--- src/rtl/sld_pkg.sv ---
// Package for the sync/length/CRC frame decoder.
// Holds the controller state type, the command and status structs, the
// frame constants and the CRC-16/CCITT-FALSE byte update. No dependencies.
package sld_pkg;

    localparam logic [7:0]  SYNC_FIRST   = 8'hAA;
    localparam logic [7:0]  SYNC_SECOND  = 8'h55;
    localparam int          HEADER_BYTES = 3;
    localparam logic [15:0] CRC_INIT     = 16'hFFFF;
    localparam logic [15:0] CRC_POLY     = 16'h1021;

    typedef enum logic [3:0] {
        ST_HUNT0,
        ST_HUNT1,
        ST_LEN_HI,
        ST_LEN_LO,
        ST_BODY,
        ST_CRC_HI,
        ST_CRC_LO,
        ST_EMIT_READ,
        ST_EMIT_LOAD
    } state_t;

    // Commands from the controller to the datapath.
    typedef struct packed {
        logic take_len_hi;
        logic start_frame;
        logic take_body;
        logic take_crc_hi;
        logic clear_frame;
        logic emit_first;
        logic emit_read;
        logic emit_load;
    } cmd_t;

    // Status from the datapath to the controller.
    typedef struct packed {
        logic sync_first;
        logic sync_second;
        logic len_ok;
        logic body_last;
        logic crc_ok;
        logic emit_last;
        logic out_free;
    } stat_t;

    // One byte of CRC-16/CCITT-FALSE, MSB first.
    function automatic logic [15:0] crc16_update(input logic [15:0] crc,
                                                 input logic [7:0]  data);
        logic [15:0] c;
        c = crc ^ {data, 8'h00};
        for (int i = 0; i < 8; i++) begin
            if (c[15])
            begin
                c = {c[14:0], 1'b0} ^ CRC_POLY;
            end
            else
            begin
                c = {c[14:0], 1'b0};
            end
        end
        return c;
    endfunction

endpackage

--- src/rtl/sld_rx_if.sv ---
// Input channel of the frame decoder: one received byte per transaction.
// Standalone valid/ready interface, no dependencies.
interface sld_rx_if;
    logic       valid;
    logic       ready;
    logic [7:0] rx_byte;

    modport source (output valid, output rx_byte, input ready);
    modport sink   (input valid, input rx_byte, output ready);
endinterface

--- src/rtl/sld_frame_if.sv ---
// Output channel of the frame decoder: one decoded payload result per transaction.
// Standalone valid/ready interface, no dependencies.
interface sld_frame_if;
    logic       valid;
    logic       ready;
    logic [7:0] frame_addr;
    logic [7:0] frame_seq;
    logic [7:0] frame_kind;
    logic [6:0] payload_count;
    logic [7:0] data_byte;
    logic       byte_valid;
    logic       last;

    modport source (output valid, output frame_addr, output frame_seq, output frame_kind,
                    output payload_count, output data_byte, output byte_valid,
                    output last, input ready);
    modport sink   (input valid, input frame_addr, input frame_seq, input frame_kind,
                    input payload_count, input data_byte, input byte_valid,
                    input last, output ready);
endinterface

--- src/rtl/sld_ctrl.sv ---
// Controller state machine of the frame decoder.
// Depends on sld_pkg; drives the datapath through cmd_t and reads stat_t.
module sld_ctrl (
    input  logic           clk,
    input  logic           rst_n,
    input  logic           rx_valid,
    output logic           rx_ready,
    input  sld_pkg::stat_t stat,
    output sld_pkg::cmd_t  cmd
);
    import sld_pkg::*;

    state_t state_reg;
    state_t state_next;
    logic   accept;

    assign rx_ready = (state_reg != ST_EMIT_READ) && (state_reg != ST_EMIT_LOAD);
    assign accept   = rx_valid && rx_ready;

    always_ff @(posedge clk or negedge rst_n)
    begin
        if (!rst_n)
        begin
            state_reg <= ST_HUNT0;
        end
        else
        begin
            state_reg <= state_next;
        end
    end

    always_comb
    begin
        state_next = state_reg;
        case (state_reg)
            ST_HUNT0:
            begin
                if (accept && stat.sync_first)
                begin
                    state_next = ST_HUNT1;
                end
            end
            ST_HUNT1:
            begin
                if (accept)
                begin
                    if (stat.sync_second)
                    begin
                        state_next = ST_LEN_HI;
                    end
                    else if (!stat.sync_first)
                    begin
                        state_next = ST_HUNT0;
                    end
                end
            end
            ST_LEN_HI:
            begin
                if (accept)
                begin
                    state_next = ST_LEN_LO;
                end
            end
            ST_LEN_LO:
            begin
                if (accept)
                begin
                    state_next = stat.len_ok ? ST_BODY : ST_HUNT0;
                end
            end
            ST_BODY:
            begin
                if (accept && stat.body_last)
                begin
                    state_next = ST_CRC_HI;
                end
            end
            ST_CRC_HI:
            begin
                if (accept)
                begin
                    state_next = ST_CRC_LO;
                end
            end
            ST_CRC_LO:
            begin
                if (accept)
                begin
                    state_next = stat.crc_ok ? ST_EMIT_READ : ST_HUNT0;
                end
            end
            ST_EMIT_READ:
            begin
                state_next = ST_EMIT_LOAD;
            end
            ST_EMIT_LOAD:
            begin
                if (stat.out_free)
                begin
                    state_next = stat.emit_last ? ST_HUNT0 : ST_EMIT_READ;
                end
            end
            default:
            begin
                state_next = ST_HUNT0;
            end
        endcase
    end

    always_comb
    begin
        cmd = '0;
        case (state_reg)
            ST_LEN_HI:
            begin
                cmd.take_len_hi = accept;
            end
            ST_LEN_LO:
            begin
                cmd.start_frame = accept && stat.len_ok;
                cmd.clear_frame = accept && !stat.len_ok;
            end
            ST_BODY:
            begin
                cmd.take_body = accept;
            end
            ST_CRC_HI:
            begin
                cmd.take_crc_hi = accept;
            end
            ST_CRC_LO:
            begin
                cmd.emit_first  = accept && stat.crc_ok;
                cmd.clear_frame = accept && !stat.crc_ok;
            end
            ST_EMIT_READ:
            begin
                cmd.emit_read = 1'b1;
            end
            ST_EMIT_LOAD:
            begin
                cmd.emit_load   = stat.out_free;
                cmd.clear_frame = stat.out_free && stat.emit_last;
            end
            default:
            begin
                cmd = '0;
            end
        endcase
    end

    // A result is only loaded when the output register can take it.
    a_load_needs_room: assert property (@(posedge clk) disable iff (!rst_n)
        cmd.emit_load |-> stat.out_free)
        else $error("result loaded into a busy output register");

    // The final result of a frame returns the decoder to the hunt.
    a_last_to_hunt: assert property (@(posedge clk) disable iff (!rst_n)
        (state_reg == ST_EMIT_LOAD && stat.out_free && stat.emit_last)
        |=> state_reg == ST_HUNT0)
        else $error("decoder did not return to hunt after last result");

    // The final body byte moves the decoder to the CRC bytes.
    a_body_to_crc: assert property (@(posedge clk) disable iff (!rst_n)
        (cmd.take_body && stat.body_last) |=> state_reg == ST_CRC_HI)
        else $error("decoder missed the end of the body");

    // Datapath commands that move data never overlap.
    a_cmd_exclusive: assert property (@(posedge clk) disable iff (!rst_n)
        $onehot0({cmd.take_len_hi, cmd.take_body, cmd.take_crc_hi,
                  cmd.emit_read, cmd.emit_load}))
        else $error("overlapping datapath commands");

endmodule

--- src/rtl/sld_datapath.sv ---
// Datapath of the frame decoder: length, fill counter, running CRC, header
// registers, payload memory, emission counter and the output register.
// Depends on sld_pkg, sld_frame_if; commanded by sld_ctrl.
module sld_datapath #(
    parameter int MAX_PAYLOAD_BYTES = 64
) (
    input  logic           clk,
    input  logic           rst_n,
    input  logic [7:0]     rx_byte,
    input  sld_pkg::cmd_t  cmd,
    output sld_pkg::stat_t stat,
    sld_frame_if.source    frame
);
    import sld_pkg::*;

    localparam int BODY_DEPTH = HEADER_BYTES + MAX_PAYLOAD_BYTES;
    localparam int LEN_W      = $clog2(BODY_DEPTH + 1);
    localparam int PAY_AW     = (MAX_PAYLOAD_BYTES > 1) ? $clog2(MAX_PAYLOAD_BYTES) : 1;

    logic [7:0]        len_hi_reg;
    logic [LEN_W-1:0]  body_len_reg;
    logic [LEN_W-1:0]  fill_count_reg;
    logic [15:0]       running_crc_reg;
    logic [7:0]        crc_hi_reg;
    logic [7:0]        addr_reg;
    logic [7:0]        seq_reg;
    logic [7:0]        kind_reg;
    logic [PAY_AW-1:0] emit_idx_reg;
    logic [7:0]        rd_data_reg;

    logic [7:0] payload_mem [MAX_PAYLOAD_BYTES];

    logic              out_valid_reg;
    logic [7:0]        out_addr_reg;
    logic [7:0]        out_seq_reg;
    logic [7:0]        out_kind_reg;
    logic [6:0]        out_count_reg;
    logic [7:0]        out_data_reg;
    logic              out_bvalid_reg;
    logic              out_last_reg;

    logic [15:0]       len_full;
    logic [LEN_W-1:0]  fill_minus_hdr;
    logic [PAY_AW-1:0] wr_addr;
    logic [LEN_W-1:0]  plen;
    logic [15:0]       plen_wide;
    logic              plen_zero;

    assign len_full       = {len_hi_reg, rx_byte};
    assign fill_minus_hdr = fill_count_reg - LEN_W'(HEADER_BYTES);
    assign wr_addr        = fill_minus_hdr[PAY_AW-1:0];
    assign plen           = body_len_reg - LEN_W'(HEADER_BYTES);
    assign plen_wide      = 16'(plen);
    assign plen_zero      = (plen == '0);

    always_comb
    begin
        stat.sync_first  = (rx_byte == SYNC_FIRST);
        stat.sync_second = (rx_byte == SYNC_SECOND);
        stat.len_ok      = (len_full >= 16'(HEADER_BYTES))
                           && (17'(len_full) <= 17'(BODY_DEPTH));
        stat.body_last   = ({1'b0, fill_count_reg} + (LEN_W + 1)'(1))
                           >= {1'b0, body_len_reg};
        stat.crc_ok      = ({crc_hi_reg, rx_byte} == running_crc_reg);
        stat.emit_last   = plen_zero || ((LEN_W'(emit_idx_reg) + LEN_W'(1)) == plen);
        stat.out_free    = !out_valid_reg || frame.ready;
    end

    // Frame bookkeeping.
    always_ff @(posedge clk or negedge rst_n)
    begin
        if (!rst_n)
        begin
            body_len_reg    <= '0;
            fill_count_reg  <= '0;
            running_crc_reg <= CRC_INIT;
            emit_idx_reg    <= '0;
        end
        else
        begin
            if (cmd.clear_frame)
            begin
                body_len_reg    <= '0;
                fill_count_reg  <= '0;
                running_crc_reg <= CRC_INIT;
            end
            else if (cmd.start_frame)
            begin
                body_len_reg    <= len_full[LEN_W-1:0];
                fill_count_reg  <= '0;
                running_crc_reg <= CRC_INIT;
            end
            else if (cmd.take_body)
            begin
                fill_count_reg  <= fill_count_reg + LEN_W'(1);
                running_crc_reg <= crc16_update(running_crc_reg, rx_byte);
            end

            if (cmd.emit_first)
            begin
                emit_idx_reg <= '0;
            end
            else if (cmd.emit_load && !stat.emit_last)
            begin
                emit_idx_reg <= emit_idx_reg + PAY_AW'(1);
            end
        end
    end

    // Captured bytes; meaningful only after they are written in a frame.
    always_ff @(posedge clk)
    begin
        if (cmd.take_len_hi)
        begin
            len_hi_reg <= rx_byte;
        end
        if (cmd.take_crc_hi)
        begin
            crc_hi_reg <= rx_byte;
        end
        if (cmd.take_body)
        begin
            if (fill_count_reg == LEN_W'(0))
            begin
                addr_reg <= rx_byte;
            end
            if (fill_count_reg == LEN_W'(1))
            begin
                seq_reg <= rx_byte;
            end
            if (fill_count_reg == LEN_W'(2))
            begin
                kind_reg <= rx_byte;
            end
        end
    end

    // Payload memory, one write and one registered read port.
    always_ff @(posedge clk)
    begin
        if (cmd.take_body && (fill_count_reg >= LEN_W'(HEADER_BYTES)))
        begin
            payload_mem[wr_addr] <= rx_byte;
        end
        if (cmd.emit_read)
        begin
            rd_data_reg <= payload_mem[emit_idx_reg];
        end
    end

    // Output register.
    always_ff @(posedge clk or negedge rst_n)
    begin
        if (!rst_n)
        begin
            out_valid_reg <= 1'b0;
        end
        else if (cmd.emit_load)
        begin
            out_valid_reg <= 1'b1;
        end
        else if (frame.ready)
        begin
            out_valid_reg <= 1'b0;
        end
    end

    always_ff @(posedge clk)
    begin
        if (cmd.emit_load)
        begin
            out_addr_reg   <= addr_reg;
            out_seq_reg    <= seq_reg;
            out_kind_reg   <= kind_reg;
            out_count_reg  <= plen_wide[6:0];
            out_data_reg   <= plen_zero ? 8'h00 : rd_data_reg;
            out_bvalid_reg <= !plen_zero;
            out_last_reg   <= stat.emit_last;
        end
    end

    assign frame.valid         = out_valid_reg;
    assign frame.frame_addr    = out_addr_reg;
    assign frame.frame_seq     = out_seq_reg;
    assign frame.frame_kind    = out_kind_reg;
    assign frame.payload_count = out_count_reg;
    assign frame.data_byte     = out_data_reg;
    assign frame.byte_valid    = out_bvalid_reg;
    assign frame.last          = out_last_reg;

endmodule

--- src/rtl/sync_len_crc_frame_decoder_top.sv ---
// Top level of the sync/length/CRC-16 frame decoder.
// Depends on sld_pkg, sld_rx_if, sld_frame_if, sld_ctrl and sld_datapath.
//
// Usage: the rx channel carries one received byte per transaction. The block
// hunts for the sync pair 0xAA 0x55, reads a big-endian body length, stores
// the body (address, sequence, type, payload) and checks the big-endian
// CRC-16/CCITT-FALSE that follows. The frame channel carries one transaction
// per payload byte of a good frame, or one transaction with byte_valid low
// for an empty payload; the final one has last set. Bad frames vanish.
//
// Throughput: one byte per cycle while a frame is received. After a good
// frame's last CRC byte, rx ready drops and the emission sequencer gives
// each result a payload memory read, then an output register load once that
// register is free. The first read directly follows the last CRC byte, and
// rx ready returns in the cycle after the final result is loaded.
//
// A stalled frame sink holds the output register and the sequencer waits;
// rx stays stalled only while results are still being loaded. Reset returns
// the controller to the hunt and empties the output register; the payload
// memory needs no clearing because only entries written by the frame reach the output.
module sync_len_crc_frame_decoder_top #(
    parameter int MAX_PAYLOAD_BYTES = 64
) (
    input logic         clk,
    input logic         rst_n,
    sld_rx_if.sink      rx,
    sld_frame_if.source frame
);
    import sld_pkg::*;

    cmd_t  cmd;
    stat_t stat;

    // Controller decides what each accepted byte means.
    sld_ctrl u_ctrl (
        .clk      (clk),
        .rst_n    (rst_n),
        .rx_valid (rx.valid),
        .rx_ready (rx.ready),
        .stat     (stat),
        .cmd      (cmd)
    );

    // Datapath holds the frame contents and drives the result channel.
    sld_datapath #(
        .MAX_PAYLOAD_BYTES (MAX_PAYLOAD_BYTES)
    ) u_datapath (
        .clk     (clk),
        .rst_n   (rst_n),
        .rx_byte (rx.rx_byte),
        .cmd     (cmd),
        .stat    (stat),
        .frame   (frame)
    );

endmodule
--- src/flat_wrapper.sv ---
// flat-port wrapper written by rule: the top's interface ports become plain ports
module sync_len_crc_frame_decoder_top_flat import sld_pkg::*;
#(
    parameter int MAX_PAYLOAD_BYTES = 64
)
  (clk, rst_n, rx_valid, rx_rx_byte, rx_ready, frame_valid, frame_frame_addr, frame_frame_seq, frame_frame_kind, frame_payload_count, frame_data_byte, frame_byte_valid, frame_last, frame_ready);
  sld_rx_if rx_i ();
  sld_frame_if frame_i ();
  input logic clk;
  input logic rst_n;
  input wire logic [$bits(rx_i.valid)-1:0] rx_valid;
  input wire logic [$bits(rx_i.rx_byte)-1:0] rx_rx_byte;
  output wire logic [$bits(rx_i.ready)-1:0] rx_ready;
  output wire logic [$bits(frame_i.valid)-1:0] frame_valid;
  output wire logic [$bits(frame_i.frame_addr)-1:0] frame_frame_addr;
  output wire logic [$bits(frame_i.frame_seq)-1:0] frame_frame_seq;
  output wire logic [$bits(frame_i.frame_kind)-1:0] frame_frame_kind;
  output wire logic [$bits(frame_i.payload_count)-1:0] frame_payload_count;
  output wire logic [$bits(frame_i.data_byte)-1:0] frame_data_byte;
  output wire logic [$bits(frame_i.byte_valid)-1:0] frame_byte_valid;
  output wire logic [$bits(frame_i.last)-1:0] frame_last;
  input wire logic [$bits(frame_i.ready)-1:0] frame_ready;
  assign rx_i.valid = rx_valid;
  assign rx_i.rx_byte = rx_rx_byte;
  assign rx_ready = rx_i.ready;
  assign frame_valid = frame_i.valid;
  assign frame_frame_addr = frame_i.frame_addr;
  assign frame_frame_seq = frame_i.frame_seq;
  assign frame_frame_kind = frame_i.frame_kind;
  assign frame_payload_count = frame_i.payload_count;
  assign frame_data_byte = frame_i.data_byte;
  assign frame_byte_valid = frame_i.byte_valid;
  assign frame_last = frame_i.last;
  assign frame_i.ready = frame_ready;
  sync_len_crc_frame_decoder_top #(.MAX_PAYLOAD_BYTES(MAX_PAYLOAD_BYTES)) u_core (.clk(clk), .rst_n(rst_n), .rx(rx_i), .frame(frame_i));
endmodule
--- config.mk ---
export PLATFORM = sky130hd
export DESIGN_NAME = sync_len_crc_frame_decoder_top_flat
export DESIGN_NICKNAME = d
export VERILOG_FILES = /design/src/rtl/sld_pkg.sv /design/src/rtl/sld_rx_if.sv /design/src/rtl/sld_frame_if.sv /design/src/rtl/sld_ctrl.sv /design/src/rtl/sld_datapath.sv /design/src/rtl/sync_len_crc_frame_decoder_top.sv /design/src/flat_wrapper.sv
export SDC_FILE = /design/constraint.sdc
export NUM_CORES = 1
export LEC_CHECK = 0
export BUFFER_PORTS_ARGS = -buffer_cell sky130_fd_sc_hd__buf_2
export CAP_MARGIN = 10
export CORE_ASPECT_RATIO = 1.75
export CORE_MARGIN = 3
export CORE_UTILIZATION = 38
export CTS_CLUSTER_SIZE = 24
export DETAILED_ROUTE_END_ITERATION = 7
export RECOVER_POWER = 25
export SYNTH_ARGS = -nofsm -noshare
export SYNTH_HDL_FRONTEND = slang
export SYNTH_SLANG_ARGS = --single-unit
--- constraint.sdc ---
create_clock -name clk -period 4.3 [get_ports clk]
set_clock_uncertainty 0.2 [all_clocks]
set_input_delay 0.43 -clock clk [delete_from_list [all_inputs] [get_ports clk]]
set_output_delay 0.43 -clock clk [all_outputs]
set_load 0.005 [all_outputs]
==> run summary, run 1 <==
The flow ran to the end, but the final reports show violations. The final reports fail on max-capacitance violations, max-slew violations. The worst register-to-register path has a depth of 5. Gates resized during post-CTS repair numbered 0. The vias per cell works out to 5.30. The timing endpoint of the critical path was u_core.u_datapath.running_crc_reg[0]$_DFFE_PN1P_.

The number of enable-type register cells in the synthesized netlist works out to 601. The biggest cell delay along the critical path is 1510 ps. The detailed router finished its first iteration with 859 violations. From bottom edge to top edge, the die measures 352 um.

The number of global-route vias before repair is 14000. The wire length of the first global-routing pass is 90900 um. Global routing finished with a remaining overflow of 0.

The leakage component of the power was 9.14 nW; the DRC violations left was 0. STA puts the critical path data arrival time at 3970 ps. STA classifies the critical path endpoint as a register. Instance count along the most critical hold path: 3. Critical path start-end classification: in -> reg.

Dividing total power by cell area gives a power density of 423 mW/mm2. The required time at the endpoint of the critical path is 4590 ps, and the number of clock buffers inserted by TritonCTS is 54. The post-synthesis cell type with the largest combined area was sky130_fd_sc_hd__edfxtp_1. Summing every instance area after synthesis gives 0.0260 mm2.

Count of standard-cell rows: 126. After synthesis, the share of flip-flops with an asynchronous set or reset is 6.39%. The number of sinks handled by clock tree synthesis came out at 642. The worst setup path is launched from an input pin. Derived from the worst setup path, the maximum achievable clock frequency is 0.272 GHz.

The final-stage net count was 1597; the effective utilization at floorplan was 38.5%. The top fanout value on the critical path works out to 41. After clock tree synthesis, the clock-pin slew on the worst setup and hold paths is 70 ps.

The die covers 0.0717 mm2. The count of port buffers added during placement was 54. The cell that appears most often on the critical path is sky130_fd_sc_hd__nand4_1. The endpoint of the lowest-slack register-to-register path is u_core.u_datapath.payload_mem[30][6]$_DFFE_PP_. For the pin with the worst max-slew slack, the measured transition is 3170 ps.

The clock passes through at most 3 buffers. The dominant register cell in the synthesized netlist is sky130_fd_sc_hd__edfxtp_1. Of the post-synthesis cell area, the dominant cell type holds 69.4%. Of the total power, the share spent switching nets is 20.9%. The cell sitting at the root of the clock tree is a sky130_fd_sc_hd__clkbuf_16.

By area the synthesized netlist is led by sky130_fd_sc_hd__edfxtp_1 (69%), sky130_fd_sc_hd__mux4_2 (10%), sky130_fd_sc_hd__mux2i_1 (3.0%). The run gives 2 as the number of antenna violations at the first check in global routing. Of the available clock period, the critical path in the final layout requires 85.4%. The share of total power dissipated in combinational logic is 4.4%. The maximum number of pins on one net before global-route repair came out at 74. The share of layout cells above drive strength 1 works out to 22.2%.

The run gives 39.8% as the share of power burned in the clock network. Counting flops and latches in the post-synthesis netlist gives 642. Global routing used 16.9% of the available tracks. The internal power came out at 9.90 mW.

The tool flagged a number of max-cap violations equal to 5. Once detail routing completed, the nets flagged for antenna violations numbered 0. The overall die width works out to 204 um. Traced cell by cell, the critical path runs through clkbuf_1, xor2_1, nor2_1, nand4_1, nor3_1, nand4_1, a32oi_2, nand4b_1. The register-to-register path setup slack was 720 ps; the worst setup slack after layout was 626 ps.

The register with the most flip-flops in the layout has 512 of them. The number of instances in the synthesized netlist was 1444. The tools report the minimum setup slack after placement as 774 ps. Detailed placement finished with a half-perimeter wire length of 41100 um. The startpoint identified for the worst register-to-register timing path is u_core.u_ctrl.state_reg[0]$_DFFE_PN0P_. The slowest stage of the critical path belongs to the cell sky130_fd_sc_hd__clkbuf_1.

The routed layout has 13300 vias. In this run the worst setup path begins at rx_rx_byte[6]. Sequential cells were found to cover 73.4% of the synthesized design area. During synthesis, Yosys emitted a total of 0 warnings. Setup repair after global routing left no endpoint under its margin. The routed design has 60800 um of wire. Per report_power, the sequential group accounts for 55.8% of the total.

For this design the total switching power over the nets is 2.62 mW. The worst hold path belongs to the class in -> reg. The first detailed-routing pass took 5 iterations.

The logs give 0 for the count of endpoints failing hold in the final timing report and 1470 for the net count of the mapped netlist. The clock reaches the later pin of the worst-skew pair after 610 ps. The headroom to the max-slew limit was -111%; the area inside the core boundary was 0.0676 mm2.

TritonCTS built the clock tree. Setup total negative slack on the finished layout was measured at 0 ps. The I/O pin count is 55, and the unique cell type count in the Yosys netlist is 57. The highest ir drop seen on vdd came out at 0.284 mV. In the final routed layout, each cell accounts on average for 24.2 um. A synthesized cell averages 18.0 um2. Routability-driven placement finished with a final weighted congestion of 0.852. The final critical-path required period is 3670 ps, and the relative area change from synthesis to final layout is 13.8%.

Setup violations remaining at the end of the flow were counted as 0. The run gives 5808 as the number of inserted filler cells in the final layout. The level count of the clock H-tree was 2. Final number of max-transition violations: 240.
## power groups by stage
stage / clock network (mW) / registers, mW / logic, mW
global route: 5.34 / 6.99 / 0.613
CTS: 5.09 / 6.98 / 0.565
global placement: 0 / 7.11 / 0.545
finish: 4.98 / 6.99 / 0.555
floorplan: 0 / 7.08 / 0.378
detailed placement: 0 / 7.11 / 0.559
## what timing repair did
action                                 CTS  global route
setup buffers                            0             0
endpoints found under the hold margin   13             0
hold buffers                             2             0
## Yosys cell counts (all sizes together) (4+ instances only)
| library cell | n |
|---|---|
| nand2 | 66 |
| nor2 | 134 |
| edfxtp | 601 |
| a22oi | 5 |
| buf | 26 |
| dfrtp | 25 |
| nor3 | 25 |
| xnor2 | 49 |
| o21ai | 22 |
| ha | 14 |
| o22ai | 18 |
| a21oi | 30 |
| o221ai | 16 |
| mux2i | 79 |
| nor2b | 4 |
| nand2b | 5 |
| mux4 | 120 |
| xor2 | 16 |
| nand4 | 9 |
| dfstp | 16 |
| clkbuf | 48 |
| nand4b | 4 |
| inv | 18 |
| a21o | 5 |
| nor4 | 4 |
| nand3 | 17 |
| a211oi | 17 |
| and2 | 12 |
## worst min-delay path by stage
stage,startpoint,endpoint,slack (ps)
finish,frame_ready,u_core.u_datapath.frame.valid$_DFFE_PN0P_,90
global route,frame_ready,u_core.u_datapath.frame.valid$_DFFE_PN0P_,80
CTS,rx_rx_byte[1],u_core.u_datapath.crc_hi_reg[1]$_DFFE_PP_,60
detailed placement,u_core.u_datapath.kind_reg[2]$_DFFE_PP_,u_core.u_datapath.frame.frame_kind[2]$_DFFE_PP_,200
global placement,u_core.u_datapath.kind_reg[4]$_DFFE_PP_,u_core.u_datapath.frame.frame_kind[4]$_DFFE_PP_,200
floorplan,rst_n,u_core.u_ctrl.state_reg[0]$_DFFE_PN0P_,-70
## worst max-delay path, delay by kind of cell
family / cells / cell delay, ps
compound gates: 1 / 830
xor+xnor: 1 / 250
buf+inv: 1 / 1510
simple gates: 5 / 920
## logic make-up after synthesis
logic type,Yosys count,share of synthesized area [%]
flip-flops,642,73.4
AND/OR/NAND/NOR,297,5.14
multiplexers,200,13.5
AO/OA/AOI/OAI,132,3.52
buffers and inverters,93,1.50
XOR/XNOR,66,2.28
adder cells (fa/ha/maj),14,0.674
## through the flow
stage	power [mW]	instances	hold slack, ps	utilization [%]	instance area (um2)
finish	12.5	2510	89.8	43.8	29600
global route	12.9	2510	83.6	43.8	29600
floorplan	7.46	1444	-65.6	-	26000
detailed placement	7.67	2409	205	41.1	27800
global placement	7.66	2409	202	41.1	27800
CTS	12.6	2509	58.9	43.8	29600
## layout by cell type (no fill, tap or decap), drive strengths merged, types with 8 or more instances in the layout
cell / Yosys / final
dfstp: 16 / 16
bufinv: 0 / 8
inv: 18 / 19
mux4: 120 / 120
mux2i: 79 / 79
o22ai: 18 / 18
nand4: 9 / 9
buf: 26 / 128
nor2: 134 / 134
a211oi: 17 / 17
clkinv: 1 / 26
nor3: 25 / 25
clkbuf: 48 / 76
dfrtp: 25 / 25
ha: 14 / 14
a21oi: 30 / 30
o221ai: 16 / 16
edfxtp: 601 / 601
nand3: 17 / 17
xnor2: 49 / 49
and2: 12 / 12
xor2: 16 / 16
o21ai: 22 / 22
nand2: 66 / 66
## metal layers
layer | share of wire, % | GRT usage (%) | vias to the layer above | routed length [um]
li1 | - | - | 5956 | -
met1 | 35 | 17.9 | 6917 | 21000
met2 | 57 | 33.2 | 319 | 34600
met3 | 2.9 | 1.57 | 116 | 1760
met4 | 5.6 | 8.07 | 0 | 3400
met5 | 0 | 0 | - | 0
## final cells by class
class / count / area [um2] / area share (%)
repair buffers: 145 / 987 / 3.34
multi-input cells: 709 / 6530 / 22.1
diodes: 1 / 2.50 / 0.00846
clock inverters: 37 / 407 / 1.37
well taps: 896 / 1120 / 3.79
inverters: 19 / 71.3 / 0.241
flip-flops and latches: 642 / 19100 / 64.5
clock buffers: 61 / 1380 / 4.65
Power figures use the tool's default switching activity.
==> inputs of run 2 (changes only) <==
--- a/config.mk
+++ b/config.mk
@@ -5,6 +5,7 @@
 export SDC_FILE = /design/constraint.sdc
 export NUM_CORES = 1
 export LEC_CHECK = 0
+export ABC_AREA = 1
 export BUFFER_PORTS_ARGS = -buffer_cell sky130_fd_sc_hd__buf_2
 export CAP_MARGIN = 10
 export CORE_ASPECT_RATIO = 1.75
@@ -12,6 +13,7 @@
 export CORE_UTILIZATION = 38
 export CTS_CLUSTER_SIZE = 24
 export DETAILED_ROUTE_END_ITERATION = 7
+export MAX_ROUTING_LAYER = met4
 export RECOVER_POWER = 25
 export SYNTH_ARGS = -nofsm -noshare
 export SYNTH_HDL_FRONTEND = slang
==> run summary, run 2 <==
The logs give 0 (unchanged) for the total of endpoints with negative setup slack in the final report and 0.0267 mm2 (was 0.0260 mm2) for the summed instance area of the synthesized netlist. Number of inserted filler cells in the final layout: 6401 (was 5808). The tools report the headroom to the max-slew limit as -100% (was -111%).

The endpoint of the lowest-slack register-to-register path is u_core.u_datapath.payload_mem[11][1]$_DFFE_PP_ (was u_core.u_datapath.payload_mem[30][6]$_DFFE_PP_). Overall fraction of global-route tracks in use: 20.7% (was 16.9%). The I/O pin count is 55 (unchanged).

The logs give 10.3 nW (was 9.14 nW) for the leakage component of the power and 2172 (was 1470) for the net count of the mapped netlist. The highest ir drop seen on vdd is 0.467 mV (was 0.284 mV), and the number of antenna violations at the first check in global routing is 2 (unchanged). Setup repair after global routing left no endpoint under its margin. The relative area change from synthesis to final layout came out at 10.9% (was 13.8%). The level count of the clock H-tree was 2 (unchanged); the overall die width was 206 um (was 204 um). The total design power was 17.4 mW (was 12.5 mW).

Most numerous cell types in the synthesized netlist: sky130_fd_sc_hd__edfxtp_1 (601), sky130_fd_sc_hd__nand2_1 (416), sky130_fd_sc_hd__nor2_1 (251) (was sky130_fd_sc_hd__edfxtp_1 (601), sky130_fd_sc_hd__nor2_1 (134), sky130_fd_sc_hd__mux4_2 (120)). The tools report the area of the die as 0.0736 mm2 (was 0.0717 mm2). Violations in the final reports: max-capacitance violations, max-slew violations (unchanged).

Commonest non-fill, non-tap cell in the layout: sky130_fd_sc_hd__edfxtp_1 (unchanged). The post-detailed-route count of antenna-violating nets was 0 (unchanged); the number of enable-type register cells in the synthesized netlist was 601 (unchanged). The class of the tightest hold or removal check was in -> reg (unchanged). The max-cap violation count is 6 (was 5), and the share of layout cells above drive strength 1 is 10.2% (was 22.2%). The tools report the clock insertion delay at the later pin of the skew report as 610 ps (about the same). The tools report the setup total negative slack as 0 ps (unchanged).

Commonest non-fill, non-tap cells in the layout: sky130_fd_sc_hd__edfxtp_1 (601), sky130_fd_sc_hd__nand2_1 (417), sky130_fd_sc_hd__nor2_1 (252), sky130_fd_sc_hd__o21ai_0 (170), sky130_fd_sc_hd__a21oi_1 (97) (was sky130_fd_sc_hd__edfxtp_1 (601), sky130_fd_sc_hd__nor2_1 (133), sky130_fd_sc_hd__mux4_2 (120), sky130_fd_sc_hd__mux2i_1 (79), sky130_fd_sc_hd__buf_4 (78)). The clock input transition at the sequential cells of the worst setup and hold paths came out at 70 ps (about the same). The tools report the routed via count as 16800 (was 13300).

The critical path endpoint category is a register (unchanged). The fraction of synthesized cell area taken by the top area cell type is 67.6% (was 69.4%), and the internal power is 11.2 mW (was 9.90 mW). The number of global-route vias before repair is 17300 (was 14000).

Upper clock frequency limit: 0.285 GHz (was 0.272 GHz). For the worst setup slack after layout, the log shows 792 ps (was 626 ps). The antenna diode count is 0 (was 1). The floorplan die height was 357 um (was 352 um).

The vias per cell was 5.33 (was 5.30); the number of flip-flops in the largest register was 512 (unchanged). For the worst path arrival time, the log shows 3540 ps (was 3970 ps). For the DRC violations left, the log shows 0 (unchanged). The flow ran to the end, but the final reports show violations. Element type at the critical path start: a register (was an input pin).

Switching share of power: 35.9% (was 20.9%). The tools report the total congestion overflow after global routing as 0 (unchanged). The maximum number of pins on one net before global-route repair was 92 (was 74); the required time at the endpoint of the critical path was 4330 ps (was 4590 ps). The final critical-path share of the clock period is 81.6% (was 85.4%), and the top fanout value on the critical path is 33 (was 41). The tools report the relative contribution of combinational cells to total power as 30.7% (was 4.4%).

Post-cts sizing count: 0 (unchanged). The dominant register cell in the synthesized netlist is sky130_fd_sc_hd__edfxtp_1 (unchanged). The count of port buffers added during placement was 54 (unchanged); the count of standard-cell rows was 128 (was 126).

The depth of the worst register-to-register path was 9 (was 5). The startpoint of the worst-slack reg-to-reg timing path was u_core.u_ctrl.state_reg[0]$_DFFE_PN0P_ (unchanged). Count of endpoints failing hold in the final timing report: 0 (unchanged).

The run gives 3 (unchanged) as the buffer depth of the longest clock path. The async set or reset register ratio after synthesis came out at 6.39% (unchanged). For the final weighted congestion in routability-driven placement, the log shows 0.917 (was 0.852).

The run gives 5 (unchanged) as the number of iterations in the first detailed-routing pass. For the number of instances in the synthesized netlist, the log shows 2146 (was 1444). Area contributors post-synth: sky130_fd_sc_hd__edfxtp_1 (68%), sky130_fd_sc_hd__nand2_1 (5.8%), sky130_fd_sc_hd__nor2_1 (3.5%) (was sky130_fd_sc_hd__edfxtp_1 (69%), sky130_fd_sc_hd__mux4_2 (10%), sky130_fd_sc_hd__mux2i_1 (3.0%)). For the area inside the core boundary, the log shows 0.0697 mm2 (was 0.0676 mm2). Leading cell type by number of instances after synthesis: sky130_fd_sc_hd__edfxtp_1 (unchanged).

The logs give 790 ps (was 720 ps) for the register-to-register path setup slack and 6.25 mW (was 2.62 mW) for the net switching component of the power. The starting DRC count in detailed routing was 1471 (was 859); the power density relative to cell area was 588 mW/mm2 (was 423 mW/mm2). The tools report the sequential element share of the synthesized area as 71.5% (was 73.4%). The synthesis-stage register bit count is 642 (unchanged), and the overall routed net length is 73900 um (was 60800 um). The number of warnings printed during yosys synthesis came out at 0 (unchanged). The share of power burned in the clock network came out at 27.2% (was 39.8%).

The clock tree root buffer cell is sky130_fd_sc_hd__clkbuf_16 (unchanged). Sequential cell fraction of total power: 42.1% (was 55.8%). For the effective utilization at floorplan, the log shows 38.3% (was 38.5%). The post-synthesis cell type with the largest combined area was sky130_fd_sc_hd__edfxtp_1 (unchanged).

The number of clock buffers inserted by TritonCTS was 53 (was 54); the minimum setup slack after placement was 849 ps (was 774 ps). The logs give 2215 (was 1597) for the final-stage net count and 642 (unchanged) for the number of sinks handled by clock tree synthesis. The wire length of the first global-routing pass was 109000 um (was 90900 um); the final number of max-transition violations was 252 (was 240).

For the unique cell type count in the Yosys netlist, the log shows 42 (was 57). The tools report the timing endpoint of the critical path as u_core.u_datapath.payload_mem[11][1]$_DFFE_PP_ (was u_core.u_datapath.running_crc_reg[0]$_DFFE_PN1P_). The final critical-path required period is 3510 ps (was 3670 ps), and the buffers inserted during post-CTS setup optimization is 0 (unchanged). The post-synthesis area per instance came out at 12.4 um2 (was 18.0 um2).

The tools report the start point of the critical path as u_core.u_ctrl.state_reg[0]$_DFFE_PN0P_ (was rx_rx_byte[6]). For the post-DP HPWL, the log shows 47900 um (was 41100 um). The worst-margin pin slew came out at 3000 ps (was 3170 ps). TritonCTS built the clock tree.

Wire length per cell after detailed routing: 23.5 um (was 24.2 um). Critical path start-end classification: reg -> reg (was in -> reg).
-- run 2: cell type report --
type                            count  area (um2)  area share [%]
Sequential cell                   642       19100            64.5
Multi-Input combinational cell   1321        6810            23.0
Inverter                           79         299            1.01
Clock inverter                     33         250           0.845
Tap cell                          910        1140            3.85
Clock buffer                       66        1420            4.79
Timing Repair Buffer               92         591            1.99
-- run 2: cells by family after synthesis --
logic type                 count (synthesis)  share of synthesized area [%]
and+or+nand+nor                          791                           12.5
xor gates and xnor gates                  48                           1.57
buffers and inverters                    183                           2.98
DFF                                      642                           71.5
muxes                                     68                           2.55
adders and majority gates                 14                          0.656
AOI/OAI and AO/OA                        400                           8.25
-- run 2: through the flow --
stage	area [um2]	util (%)	hold slack, ps	cells
after CTS	29600	42.6	17.6	3143
final	29600	42.5	99.7	3143
after global routing	29600	42.5	87.9	3143
after global placement	27900	40.1	201	3039
after detailed placement	27900	40.1	205	3039
after floorplan	26700	-	-65.6	2146
-- run 2: metal layers --
layer	track usage (%)	up-vias	part of all wire [%]
met5	-	-	0
met4	10.5	0	5.6
met3	1.89	189	4.1
met2	37.2	545	54
met1	22.7	8304	37
li1	-	7721	-
-- run 2: how the worst min path moves through the flow --
stage | startpoint | to | slack (ps) | depth (start not counted)
CTS | rx_rx_byte[3] | u_core.u_datapath.kind_reg[3]$_DFFE_PP_ | 20 | 1
global route | rx_valid | u_core.u_datapath.body_len_reg[1]$_DFFE_PN0P_ | 90 | 5
floorplan | rst_n | u_core.u_ctrl.state_reg[0]$_DFFE_PN0P_ | -70 | 0
finish | rx_valid | u_core.u_datapath.body_len_reg[3]$_DFFE_PN0P_ | 100 | 5
global placement | u_core.u_datapath.seq_reg[6]$_DFFE_PP_ | u_core.u_datapath.frame.frame_seq[6]$_DFFE_PP_ | 200 | 0
detailed placement | u_core.u_datapath.kind_reg[7]$_DFFE_PP_ | u_core.u_datapath.frame.frame_kind[7]$_DFFE_PP_ | 200 | 0
-- run 2: critical path, stage by stage, from the launching register on --
cell and delay [ps]:
sky130_fd_sc_hd__dfrtp_1 470, sky130_fd_sc_hd__nor2_1 320, sky130_fd_sc_hd__inv_1 90, sky130_fd_sc_hd__nor2_1 140, sky130_fd_sc_hd__inv_1 130, sky130_fd_sc_hd__nor2_8 400, sky130_fd_sc_hd__nand2_2 160, sky130_fd_sc_hd__nor2_4 180
sky130_fd_sc_hd__nand2_2 330, sky130_fd_sc_hd__nor2_1 680
-- run 2: repair_timing --
item	4_1_cts	5_1_grt
endpoints found under the setup margin	0	0
hold endpoints to repair	34	0
hold buffers	5	0
-- run 2: power groups by stage --
| stage | registers, mW | logic, mW | clock network, mW |
|---|---|---|---|
| 2_1_floorplan | 7.32 | 3.60 | 0 |
| 3_3_place_gp | 7.45 | 5.25 | 0 |
| 3_5_place_dp | 7.46 | 5.29 | 0 |
| 4_1_cts | 7.32 | 5.32 | 4.81 |
| 5_1_grt | 7.35 | 5.81 | 5.07 |
| 6_report | 7.33 | 5.34 | 4.73 |
